--- config.mk ---
export PLATFORM = sky130hd
export DESIGN_NAME = line_scan_median_normalizer
export DESIGN_NICKNAME = d
export VERILOG_FILES = /design/src/sv/lsmn_pkg.sv /design/src/sv/line_scan_median_normalizer.sv /design/src/sv/lsmn_div.sv
export VERILOG_INCLUDE_DIRS = /design/src /design/src/sv
export SDC_FILE = /design/constraint.sdc
export NUM_CORES = 2
export LEC_CHECK = 0
export ABC_AREA = 1
export BUFFER_PORTS_ARGS = -buffer_cell sky130_fd_sc_hd__buf_2
export CORE_ASPECT_RATIO = 1.5
export CORE_MARGIN = 3
export CORE_UTILIZATION = 55
export DETAILED_ROUTE_END_ITERATION = 8
export GPL_TIMING_DRIVEN = 1
export MAX_ROUTING_LAYER = met4
export PLACE_DENSITY = 0.81
export SLEW_MARGIN = 20
export SYNTH_ARGS = -nofsm -noshare
export SYNTH_HDL_FRONTEND = slang
export SYNTH_SLANG_ARGS = --single-unit
--- constraint.sdc ---
create_clock -name clock -period 6.27 [get_ports clock]
set_input_delay 0.3135 -clock clock [delete_from_list [all_inputs] [get_ports clock]]
set_output_delay 0.3135 -clock clock [all_outputs]
set_load 0.1 [all_outputs]
--- src/sv/assert_macros.svh ---
// ---------------------------------------------------------------------------
// assertion helper macros
// ---------------------------------------------------------------------------
`ifndef ASSERT_MACROS_SVH
`define ASSERT_MACROS_SVH

// implication checked on every rising clock edge outside reset
`define ASSERT_IMPL(label, clk, rst, ante, cons) \
   label: assert property (@(posedge clk) disable iff (rst) (ante) |-> (cons)) \
      else $error("assertion failed");

// next-cycle implication
`define ASSERT_NEXT(label, clk, rst, ante, cons) \
   label: assert property (@(posedge clk) disable iff (rst) (ante) |=> (cons)) \
      else $error("assertion failed");

`endif

--- src/sv/lsmn_pkg.sv ---
// ---------------------------------------------------------------------------
// lsmn_pkg
// types and constants for the line scan median normalizer
// ---------------------------------------------------------------------------
package lsmn_pkg;

   localparam int unsigned LineLengthDef = 128;
   localparam int unsigned SampleBitsDef = 12;
   localparam int unsigned IdxBits       = 7;
   localparam int unsigned LevelBits     = 7;
   localparam int unsigned CfgIdxBits    = 3;
   localparam int unsigned CfgDataBits   = 12;
   localparam logic [6:0]  LevelMax      = 7'd127;

   // register indexes
   localparam logic [2:0] CSR_BLACK  = 3'd0;
   localparam logic [2:0] CSR_WHITE  = 3'd1;
   localparam logic [2:0] CSR_THRESH = 3'd2;
   localparam logic [2:0] CSR_COUNT  = 3'd3;
   localparam logic [2:0] CSR_PASSES = 3'd4;

   // request kinds
   localparam logic KIND_LOAD = 1'b0;
   localparam logic KIND_READ = 1'b1;

   typedef struct packed {
      logic        kind;
      logic [6:0]  pixel_index;
      logic [11:0] raw_sample;
   } req_type;

   typedef struct packed {
      logic [11:0] filtered_sample;
      logic [6:0]  level;
      logic        active;
   } rsp_type;

   // divider control/status
   typedef struct packed {
      logic        start;
      logic [18:0] dividend;
      logic [11:0] divisor;
   } div_cmd_type;

   typedef struct packed {
      logic       busy;
      logic       done;
      logic [6:0] quotient;
   } div_sts_type;

endpackage

--- src/sv/line_scan_median_normalizer.sv ---
// a load is taken only while idle; a load of the last pixel also runs the median
//   passes: per pixel a read and a wait state per window tap, 5 sort steps, 1 write
// a read runs the memory read, normalize and output states, with the 7-step divider
//   in between when needed, then waits for any earlier beat held on the response channel
// reset clears control and registers to their defaults; the line is undefined
// ---------------------------------------------------------------------------
// line_scan_median_normalizer
// line store with in-place 5-tap median passes and level normalization
// ---------------------------------------------------------------------------
`include "assert_macros.svh"

module line_scan_median_normalizer #(
   parameter int unsigned LINE_LENGTH = lsmn_pkg::LineLengthDef,
   parameter int unsigned SAMPLE_BITS = lsmn_pkg::SampleBitsDef
) (
   input  logic                              clock,
   input  logic                              reset,
   input  logic                              req_valid,
   output logic                              req_ready,
   input  lsmn_pkg::req_type                 req_payload,
   output logic                              rsp_valid,
   input  logic                              rsp_ready,
   output lsmn_pkg::rsp_type                 rsp_payload,
   input  logic                              csr_valid,
   output logic                              csr_ready,
   input  logic [lsmn_pkg::CfgIdxBits-1:0]   csr_index,
   input  logic [lsmn_pkg::CfgDataBits-1:0]  csr_data
);
   import lsmn_pkg::*;

   localparam int unsigned AddrBits = $clog2(LINE_LENGTH);
   localparam int unsigned Lim      = (LINE_LENGTH < 128) ? LINE_LENGTH : 128;

   typedef enum logic [8:0] {
      ST_IDLE  = 9'b000000001,
      ST_GATH  = 9'b000000010,
      ST_WAITG = 9'b000000100,
      ST_SORT  = 9'b000001000,
      ST_WRITE = 9'b000010000,
      ST_RDMEM = 9'b000100000,
      ST_NORM  = 9'b001000000,
      ST_DIV   = 9'b010000000,
      ST_OUT   = 9'b100000000
   } state_type;

   state_type state_ff, state_in;

   // registers
   logic [11:0] black_ff, white_ff;
   logic [6:0]  thresh_ff;
   logic [7:0]  count_ff;
   logic [2:0]  passes_ff;

   // line memory
   logic [SAMPLE_BITS-1:0] mem [LINE_LENGTH];
   logic [SAMPLE_BITS-1:0] rd_data_ff;
   logic [AddrBits-1:0]    rd_addr;
   logic                   wr_en;
   logic [AddrBits-1:0]    wr_addr;
   logic [SAMPLE_BITS-1:0] wr_data;

   // sequencer state
   logic [7:0]  pos_ff, pos_in;      // pixel being filtered
   logic [2:0]  tap_ff, tap_in;      // window gather counter
   logic [2:0]  pass_ff, pass_in;
   logic [2:0]  wlen_ff, wlen_in;    // window length
   logic [SAMPLE_BITS-1:0] win_ff [5];
   logic [SAMPLE_BITS-1:0] win_in [5];
   logic [2:0]  srt_ff, srt_in;      // odd-even sort step
   logic [6:0]  ridx_ff, ridx_in;
   logic        oor_ff, oor_in;
   logic [11:0] samp_ff, samp_in;
   rsp_type     res_ff, res_in;      // result waiting for the output register
   rsp_type     rsp_ff, rsp_in;
   logic        rsp_valid_ff, rsp_valid_in;

   logic [7:0]  npix, npass_m1;
   logic [7:0]  lo;
   logic [7:0]  hi;
   logic [7:0]  gaddr;
   div_cmd_type dcmd;
   div_sts_type dsts;

   // effective pixel count and passes
   always_comb begin
      npix = count_ff;
      if (npix < 8'd5) npix = 8'd5;
      if (npix > 8'(Lim)) npix = 8'(Lim);
      npass_m1 = 8'(passes_ff) - 8'd1;
      if (passes_ff == 3'd0) npass_m1 = 8'd0;
      if (passes_ff > 3'd4) npass_m1 = 8'd3;
   end

   // window bounds of current pixel
   always_comb begin
      lo = (pos_ff >= 8'd2) ? pos_ff - 8'd2 : 8'd0;
      hi = (pos_ff + 8'd2 <= npix - 8'd1) ? pos_ff + 8'd2 : npix - 8'd1;
      gaddr = lo + 8'(tap_ff);
   end

   // configuration is always taken
   assign csr_ready = 1'b1;
   always_ff @(posedge clock) begin
      if (reset) begin
         black_ff  <= 12'd0;
         white_ff  <= 12'd4095;
         thresh_ff <= 7'd80;
         count_ff  <= 8'd100;
         passes_ff <= 3'd2;
      end else if (csr_valid) begin
         unique case (csr_index)
            CSR_BLACK:  black_ff  <= csr_data;
            CSR_WHITE:  white_ff  <= csr_data;
            CSR_THRESH: thresh_ff <= csr_data[6:0];
            CSR_COUNT:  count_ff  <= csr_data[7:0];
            CSR_PASSES: passes_ff <= csr_data[2:0];
            default: ;
         endcase
      end
   end

   assign req_ready   = (state_ff == ST_IDLE);
   assign rsp_valid   = rsp_valid_ff;
   assign rsp_payload = rsp_ff;

   // sequencer
   always_comb begin
      state_in     = state_ff;
      pos_in       = pos_ff;
      tap_in       = tap_ff;
      pass_in      = pass_ff;
      wlen_in      = wlen_ff;
      win_in       = win_ff;
      srt_in       = srt_ff;
      ridx_in      = ridx_ff;
      oor_in       = oor_ff;
      samp_in      = samp_ff;
      res_in       = res_ff;
      rsp_in       = rsp_ff;
      rsp_valid_in = rsp_valid_ff;
      wr_en        = 1'b0;
      wr_addr      = AddrBits'(req_payload.pixel_index);
      wr_data      = SAMPLE_BITS'(req_payload.raw_sample);
      rd_addr      = AddrBits'(gaddr);
      dcmd         = '0;
      if (rsp_valid_ff && rsp_ready) rsp_valid_in = 1'b0;
      unique case (state_ff)
         ST_IDLE: begin
            if (req_valid) begin
               if (req_payload.kind == KIND_LOAD) begin
                  if (8'(req_payload.pixel_index) < npix) begin
                     wr_en = 1'b1;
                     if (8'(req_payload.pixel_index) == npix - 8'd1) begin
                        pos_in   = '0;
                        tap_in   = '0;
                        pass_in  = '0;
                        state_in = ST_GATH;
                     end
                  end
               end else begin
                  ridx_in  = req_payload.pixel_index;
                  oor_in   = 8'(req_payload.pixel_index) >= npix;
                  state_in = ST_RDMEM;
               end
            end
         end
         ST_GATH: begin
            // issue window read
            wlen_in  = 3'(hi - lo + 8'd1);
            state_in = ST_WAITG;
         end
         ST_WAITG: begin
            win_in[tap_ff] = rd_data_ff;
            if (gaddr == hi) begin
               srt_in   = '0;
               state_in = ST_SORT;
            end else begin
               tap_in   = tap_ff + 3'd1;
               state_in = ST_GATH;
            end
         end
         ST_SORT: begin
            // odd-even transposition step over valid taps
            for (int i = 0; i < 4; i++) begin
               if ((i % 2) == int'(srt_ff[0]) && 3'(i + 1) < wlen_ff &&
                   win_ff[i] > win_ff[i+1]) begin
                  win_in[i]   = win_ff[i+1];
                  win_in[i+1] = win_ff[i];
               end
            end
            srt_in = srt_ff + 3'd1;
            if (srt_ff == 3'd4) state_in = ST_WRITE;
         end
         ST_WRITE: begin
            wr_en   = 1'b1;
            wr_addr = AddrBits'(pos_ff);
            wr_data = win_ff[wlen_ff >> 1];
            tap_in  = '0;
            if (pos_ff == npix - 8'd1) begin
               pos_in = '0;
               if (8'(pass_ff) == npass_m1) state_in = ST_IDLE;
               else begin
                  pass_in  = pass_ff + 3'd1;
                  state_in = ST_GATH;
               end
            end else begin
               pos_in   = pos_ff + 8'd1;
               state_in = ST_GATH;
            end
         end
         ST_RDMEM: begin
            rd_addr  = AddrBits'(ridx_ff);
            state_in = ST_NORM;
         end
         ST_NORM: begin
            samp_in = oor_ff ? 12'd0 : 12'(rd_data_ff);
            if (oor_ff) begin
               res_in   = '0;
               state_in = ST_OUT;
            end else if (12'(rd_data_ff) >= white_ff) begin
               res_in.filtered_sample = 12'(rd_data_ff);
               res_in.level  = LevelMax;
               res_in.active = LevelMax < thresh_ff;
               state_in = ST_OUT;
            end else if (12'(rd_data_ff) <= black_ff) begin
               res_in.filtered_sample = 12'(rd_data_ff);
               res_in.level  = '0;
               res_in.active = 7'd0 < thresh_ff;
               state_in = ST_OUT;
            end else begin
               dcmd.start    = 1'b1;
               dcmd.dividend = 19'({7'd0, 12'(rd_data_ff) - black_ff} * 19'd127);
               dcmd.divisor  = white_ff - black_ff;
               state_in = ST_DIV;
            end
         end
         ST_DIV: begin
            if (dsts.done) begin
               res_in.filtered_sample = samp_ff;
               res_in.level  = dsts.quotient;
               res_in.active = dsts.quotient < thresh_ff;
               state_in = ST_OUT;
            end
         end
         ST_OUT: begin
            // load the output register once the previous beat has left
            if (!rsp_valid_ff || rsp_ready) begin
               rsp_in       = res_ff;
               rsp_valid_in = 1'b1;
               state_in     = ST_IDLE;
            end
         end
         default: state_in = ST_IDLE;
      endcase
   end

   // line memory
   always_ff @(posedge clock) begin
      if (wr_en) mem[wr_addr] <= wr_data;
      rd_data_ff <= mem[rd_addr];
   end

   always_ff @(posedge clock) begin
      if (reset) begin
         state_ff     <= ST_IDLE;
         rsp_valid_ff <= 1'b0;
         pos_ff       <= '0;
         tap_ff       <= '0;
         pass_ff      <= '0;
         srt_ff       <= '0;
      end else begin
         state_ff     <= state_in;
         rsp_valid_ff <= rsp_valid_in;
         pos_ff       <= pos_in;
         tap_ff       <= tap_in;
         pass_ff      <= pass_in;
         srt_ff       <= srt_in;
      end
      wlen_ff <= wlen_in;
      win_ff  <= win_in;
      ridx_ff <= ridx_in;
      oor_ff  <= oor_in;
      samp_ff <= samp_in;
      res_ff  <= res_in;
      rsp_ff  <= rsp_in;
   end

   lsmn_div u_div (
      .clock (clock),
      .reset (reset),
      .cmd   (dcmd),
      .sts   (dsts)
   );

   // checks
   `ASSERT_IMPL(a_ready_idle, clock, reset, req_ready, state_ff == ST_IDLE)
   `ASSERT_NEXT(a_rsp_hold, clock, reset, rsp_valid && !rsp_ready, rsp_valid)
   `ASSERT_IMPL(a_div_only_div, clock, reset, dsts.busy,
                state_ff == ST_DIV)

endmodule

--- src/sv/lsmn_div.sv ---
// ---------------------------------------------------------------------------
// lsmn_div
// restoring divider, one quotient bit per cycle, 7-bit quotient
// ---------------------------------------------------------------------------
module lsmn_div (
   input  logic                 clock,
   input  logic                 reset,
   input  lsmn_pkg::div_cmd_type cmd,
   output lsmn_pkg::div_sts_type sts
);
   import lsmn_pkg::*;

   logic [18:0] rem_ff, rem_in;
   logic [11:0] dvs_ff, dvs_in;
   logic [6:0]  quo_ff, quo_in;
   logic [2:0]  cnt_ff, cnt_in;
   logic        busy_ff, busy_in;
   logic        done_ff, done_in;
   logic [18:0] shifted;
   logic [2:0]  bit_pos;

   // one subtract-and-compare per cycle
   always_comb begin
      rem_in  = rem_ff;
      dvs_in  = dvs_ff;
      quo_in  = quo_ff;
      cnt_in  = cnt_ff;
      busy_in = busy_ff;
      done_in = 1'b0;
      bit_pos = 3'd6 - cnt_ff;
      shifted = {7'd0, dvs_ff} << bit_pos;
      if (cmd.start) begin
         rem_in  = cmd.dividend;
         dvs_in  = cmd.divisor;
         quo_in  = '0;
         cnt_in  = '0;
         busy_in = 1'b1;
      end else if (busy_ff) begin
         if (rem_ff >= shifted) begin
            rem_in = rem_ff - shifted;
            quo_in = quo_ff | (7'd1 << bit_pos);
         end
         cnt_in = cnt_ff + 3'd1;
         if (cnt_ff == 3'd6) begin
            busy_in = 1'b0;
            done_in = 1'b1;
         end
      end
   end

   always_ff @(posedge clock) begin
      if (reset) begin
         busy_ff <= 1'b0;
         done_ff <= 1'b0;
         cnt_ff  <= '0;
      end else begin
         busy_ff <= busy_in;
         done_ff <= done_in;
         cnt_ff  <= cnt_in;
      end
      rem_ff <= rem_in;
      dvs_ff <= dvs_in;
      quo_ff <= quo_in;
   end

   assign sts.busy     = busy_ff;
   assign sts.done     = done_ff;
   assign sts.quotient = quo_ff;

endmodule

==> results summary <==
The flow ran to the end, and the final reports show no timing, DRC or antenna violations. The buffer depth of the longest clock path is 3. The aggregate global routing overflow came out at 0. The area of all placed cells without fillers is 88500 um^2. The fraction of the core area covered by cells at the end of the flow came out at 61.6%. The site row count is 170. The final-stage net count came out at 7338. The area overhead of the layout relative to synthesis came out at 10.5%. Summing all flip-flop and latch instances after layout gives 52600 um^2. The worst-case headroom to the max-slew limit came out at 20.5%. The proportion of synthesized chip area in sequential cells is 65.7%.

The fill cell instance count of the final layout is 10500. IR analysis of the VDD net gives a maximum drop of 1320 uV. The fraction of the cycle the final worst path needs came out at 93.6%. The multi-input gate area in the final layout is 23700 um^2. STA classifies the critical path startpoint as a flip-flop. The TritonCTS sink count came out at 1783. Once detail routing completed, the nets flagged for antenna violations numbered 0. The worst setup path is captured at a flip-flop. STA puts the critical path data required time at 6770 ps. The routed length per instance is 23.9 um. Based on the critical path, the design can be clocked at up to 170 MHz. In the routed design, unresolved DRC markers number 0. The total I/O pin count came out at 63. The detailed router's first-iteration violation count is 6459. The number of buffer and inverter instances along the worst setup path is 6. The share of synthesized registers carrying an async set or reset came out at 0%. The total area inside the core boundary comes to 144000 um^2.

The path class of the tightest hold or removal check is in -> reg. The horizontal die dimension came out at 318 um. For this run, the leading register cell type out of synthesis is sky130_fd_sc_hd__edfxtp_1. The number of maximum-capacitance constraint violations is 0. The mapped netlist covers 80100 um^2. After detailed placement, the total cell area comes to 83100 um^2.

The unique cell type count in the Yosys netlist came out at 59. The via count of the first global-routing pass was 55700. Setup repair after global routing left no endpoint under its margin. The leakage power figure came out at 32.3 nW. Power comes to 39.1 mW. The per-instance average area after synthesis is 11.4 um^2.

The combined global-route utilization of all metal layers came out at 29.1%. At the pin with the least slew margin, the transition time is 1190 ps. The clock transition time at the flip-flop clock pins of the worst setup and hold paths is 70 ps.

The first-pass GRT wire length came out at 327000 um. The setup violation total in the final timing report came out at 0. The number of instances in the synthesized netlist is 7048.

The slowest library cell on the worst path is sky130_fd_sc_hd__fa_1. The data arrival time of the critical path came out at 6360 ps. The critical path's most frequent cell is sky130_fd_sc_hd__inv_1. The power per cell area is 442 nW/um^2. Once the floorplan was initialized, standard cells occupied 55.7% of the core.

Yosys mapped a number of flops with a built-in enable equal to 1690. The full die area came out at 150000 um^2. For this run, the slowest stage of the critical path takes 510 ps. The CTS tree is yes.

The kind of cell adding the most delay to the critical path is adder cells. The number of pins with negative max-slew slack in the final report is 0. The cell sitting at the root of the clock tree is a sky130_fd_sc_hd__clkbuf_16. The height of the chip is 473 um.

The number of synthesis warnings is 0. The slack of the critical path is 404 ps. The detailed placer's ending HPWL came out at 132000 um.

Clock tree synthesis inserted a total of 154 buffers. The initial antenna violation count is 2. At the end of routability-driven placement, the weighted congestion stood at 0.948.

The setup slack at placement came out at -69.9 ps. The worst-skew pair later-pin latency came out at 820 ps. The detailed-route wire length came out at 217000 um. The H-tree generated during clock tree synthesis spans 4 levels. The critical-path maximum fanout is 3. The clock tree skew after final layout is 52.7 ps.

The worst setup path is of the reg -> reg kind. The detailed router placed 56300 vias in this run. The number of port buffers is 61.

The final critical delay including setup and external delays is 5870 ps. The register bit count reported by yosys is 1783. The mean number of vias per cell is 6.19. The first-pass iteration count of the detailed router is 6. The largest net degree at the start of global routing is 150.

The proportion of layout cells with a drive suffix above 1 is 8.38%. The hold violation total from the final report came out at 0.
-- cell type report --
type,count,share of cell area [%]
diodes,2,0.00565
repair buffers,280,2.81
well taps,1892,2.67
clock buffers,181,4.51
clock inverters,100,1.07
flip-flops and latches,1783,59.4
multi-input cells,4207,26.7
inverters,648,2.75
-- stage by stage --
stage | setup TNS, ps | std cells | hold slack, ps
final | 0 | 9093 | 40.8
after detailed placement | -69.9 | 8773 | 406
after CTS | 0 | 9083 | 3.14
after global routing | 0 | 9093 | 52.4
after floorplan | 0 | 7049 | 390
after global placement | -10.8 | 8773 | 401
-- where the power goes --
group / internal (mW) / total, mW / switching, mW / leakage, nW
clock: 5.04 / 9.41 / 4.36 / 2.41
sequential: 13.1 / 13.2 / 0.0551 / 16.0
combinational: 6.48 / 16.6 / 10.1 / 13.9
-- routing by layer --
| layer | GRT usage (%) | vias up | part of all wire [%] | routed length, um |
|---|---|---|---|---|
| li1 | - | 25300 | - | - |
| met1 | 32.7 | 27000 | 33 | 72000 |
| met2 | 48.2 | 3275 | 50 | 108000 |
| met3 | 4.16 | 813 | 9.0 | 19500 |
| met4 | 20.5 | 0 | 8.2 | 17700 |
| met5 | - | - | 0 | 0 |
-- cells in the mapped netlist (4+ instances only) --
| cell type | number | share of area, % |
|---|---|---|
| sky130_fd_sc_hd__nand2_1 | 752 | 3.5 |
| sky130_fd_sc_hd__xnor2_1 | 23 | 0.25 |
| sky130_fd_sc_hd__nand3b_1 | 4 | 0.037 |
| sky130_fd_sc_hd__nor2_2 | 4 | 0.031 |
| sky130_fd_sc_hd__a21boi_0 | 4 | 0.037 |
| sky130_fd_sc_hd__o21ai_1 | 114 | 0.71 |
| sky130_fd_sc_hd__nand3_1 | 719 | 4.5 |
| sky130_fd_sc_hd__o32ai_1 | 13 | 0.14 |
| sky130_fd_sc_hd__a21oi_1 | 196 | 1.2 |
| sky130_fd_sc_hd__nand2_2 | 5 | 0.039 |
| sky130_fd_sc_hd__fa_1 | 40 | 1.0 |
| sky130_fd_sc_hd__ha_1 | 184 | 2.9 |
| sky130_fd_sc_hd__dfxtp_1 | 93 | 2.3 |
| sky130_fd_sc_hd__buf_1 | 25 | 0.12 |
| sky130_fd_sc_hd__xor2_1 | 50 | 0.55 |
| sky130_fd_sc_hd__o21bai_1 | 201 | 1.9 |
| sky130_fd_sc_hd__a31oi_1 | 18 | 0.14 |
| sky130_fd_sc_hd__or2_2 | 31 | 0.24 |
| sky130_fd_sc_hd__nor3_1 | 27 | 0.17 |
| sky130_fd_sc_hd__clkbuf_1 | 251 | 1.2 |
| sky130_fd_sc_hd__o211ai_1 | 189 | 1.8 |
| sky130_fd_sc_hd__edfxtp_1 | 1690 | 63 |
| sky130_fd_sc_hd__buf_6 | 6 | 0.084 |
| sky130_fd_sc_hd__nor2_1 | 501 | 2.3 |
| sky130_fd_sc_hd__o21ai_0 | 961 | 6.0 |
| sky130_fd_sc_hd__inv_1 | 641 | 3.0 |
| sky130_fd_sc_hd__o221ai_1 | 4 | 0.044 |
| sky130_fd_sc_hd__buf_2 | 108 | 0.67 |
| sky130_fd_sc_hd__buf_4 | 21 | 0.20 |
| sky130_fd_sc_hd__a22o_1 | 23 | 0.25 |
| sky130_fd_sc_hd__o22ai_1 | 48 | 0.37 |
| sky130_fd_sc_hd__nand4_1 | 34 | 0.27 |
| sky130_fd_sc_hd__a21o_1 | 15 | 0.14 |
| sky130_fd_sc_hd__o21a_1 | 6 | 0.056 |
| sky130_fd_sc_hd__inv_2 | 6 | 0.028 |
| sky130_fd_sc_hd__o2111ai_1 | 4 | 0.044 |
-- path summary, 6_finish.rpt --
path,from,end,slack [ps],depth (start not counted)
worst max register to register,rd_data_ff[0]$_DFF_P_,u_div.rem_ff[13]$_DFFE_PP_,400,28
worst min-delay path,csr_index[1],count_ff[2]$_SDFFE_PP1P_,40,4
worst min register to register,res_ff[16]$_DFFE_PP_,rsp_payload[16]$_DFFE_PP_,420,0
worst max-delay path,rd_data_ff[0]$_DFF_P_,u_div.rem_ff[13]$_DFFE_PP_,400,28
-- cells by family after synthesis --
group / count (synthesis) / share of synthesized area, %
AOI/OAI and AO/OA: 1814 / 13.0
xor gates and xnor gates: 74 / 0.818
adders and majority gates: 224 / 3.87
buffers and inverters: 1059 / 5.29
DFF: 1783 / 65.7
muxes: 2 / 0.0250
other: 1 / 0.00468
and+or+nand+nor: 2091 / 11.3
-- flip-flops by register name, indices dropped and copies added, names as in the netlist, 8 cells and up --
register / count
black_ff: 12
count_ff: 8
mem: 1536
pos_ff: 8
rd_data_ff: 12
res_ff: 20
rsp_payload: 20
samp_ff: 12
state_ff: 9
u_div.dvs_ff: 12
u_div.rem_ff: 19
white_ff: 12
win_ff: 60
-- tightest hold or removal path, delay by kind of cell --
kind | cells | cell delay, ps
buffers and inverters | 2 | 190
and+or+nand+nor | 1 | 130
AOI/OAI and AO/OA | 1 | 170
-- what timing repair did --
action	in CTS	in global routing
hold buffers	29	0
gates resized for setup	1	10
buffers inserted	0	8
pin swaps	0	4
endpoints found under the setup margin	1	5
endpoints found under the hold margin	57	0
-- cells in the final DEF (no fill, tap or decap), types with 93 or more instances in the layout --
| cell | count |
|---|---|
| sky130_fd_sc_hd__o211ai_1 | 189 |
| sky130_fd_sc_hd__a21oi_1 | 195 |
| sky130_fd_sc_hd__o21bai_1 | 201 |
| sky130_fd_sc_hd__edfxtp_1 | 1690 |
| sky130_fd_sc_hd__ha_1 | 183 |
| sky130_fd_sc_hd__o21ai_1 | 115 |
| sky130_fd_sc_hd__nand3_1 | 719 |
| sky130_fd_sc_hd__dfxtp_1 | 93 |
| sky130_fd_sc_hd__clkbuf_16 | 155 |
| sky130_fd_sc_hd__nand2_1 | 748 |
| sky130_fd_sc_hd__nor2_1 | 458 |
| sky130_fd_sc_hd__o21ai_0 | 959 |
| sky130_fd_sc_hd__buf_4 | 153 |
| sky130_fd_sc_hd__inv_1 | 640 |
Power figures use the tool's default switching activity.
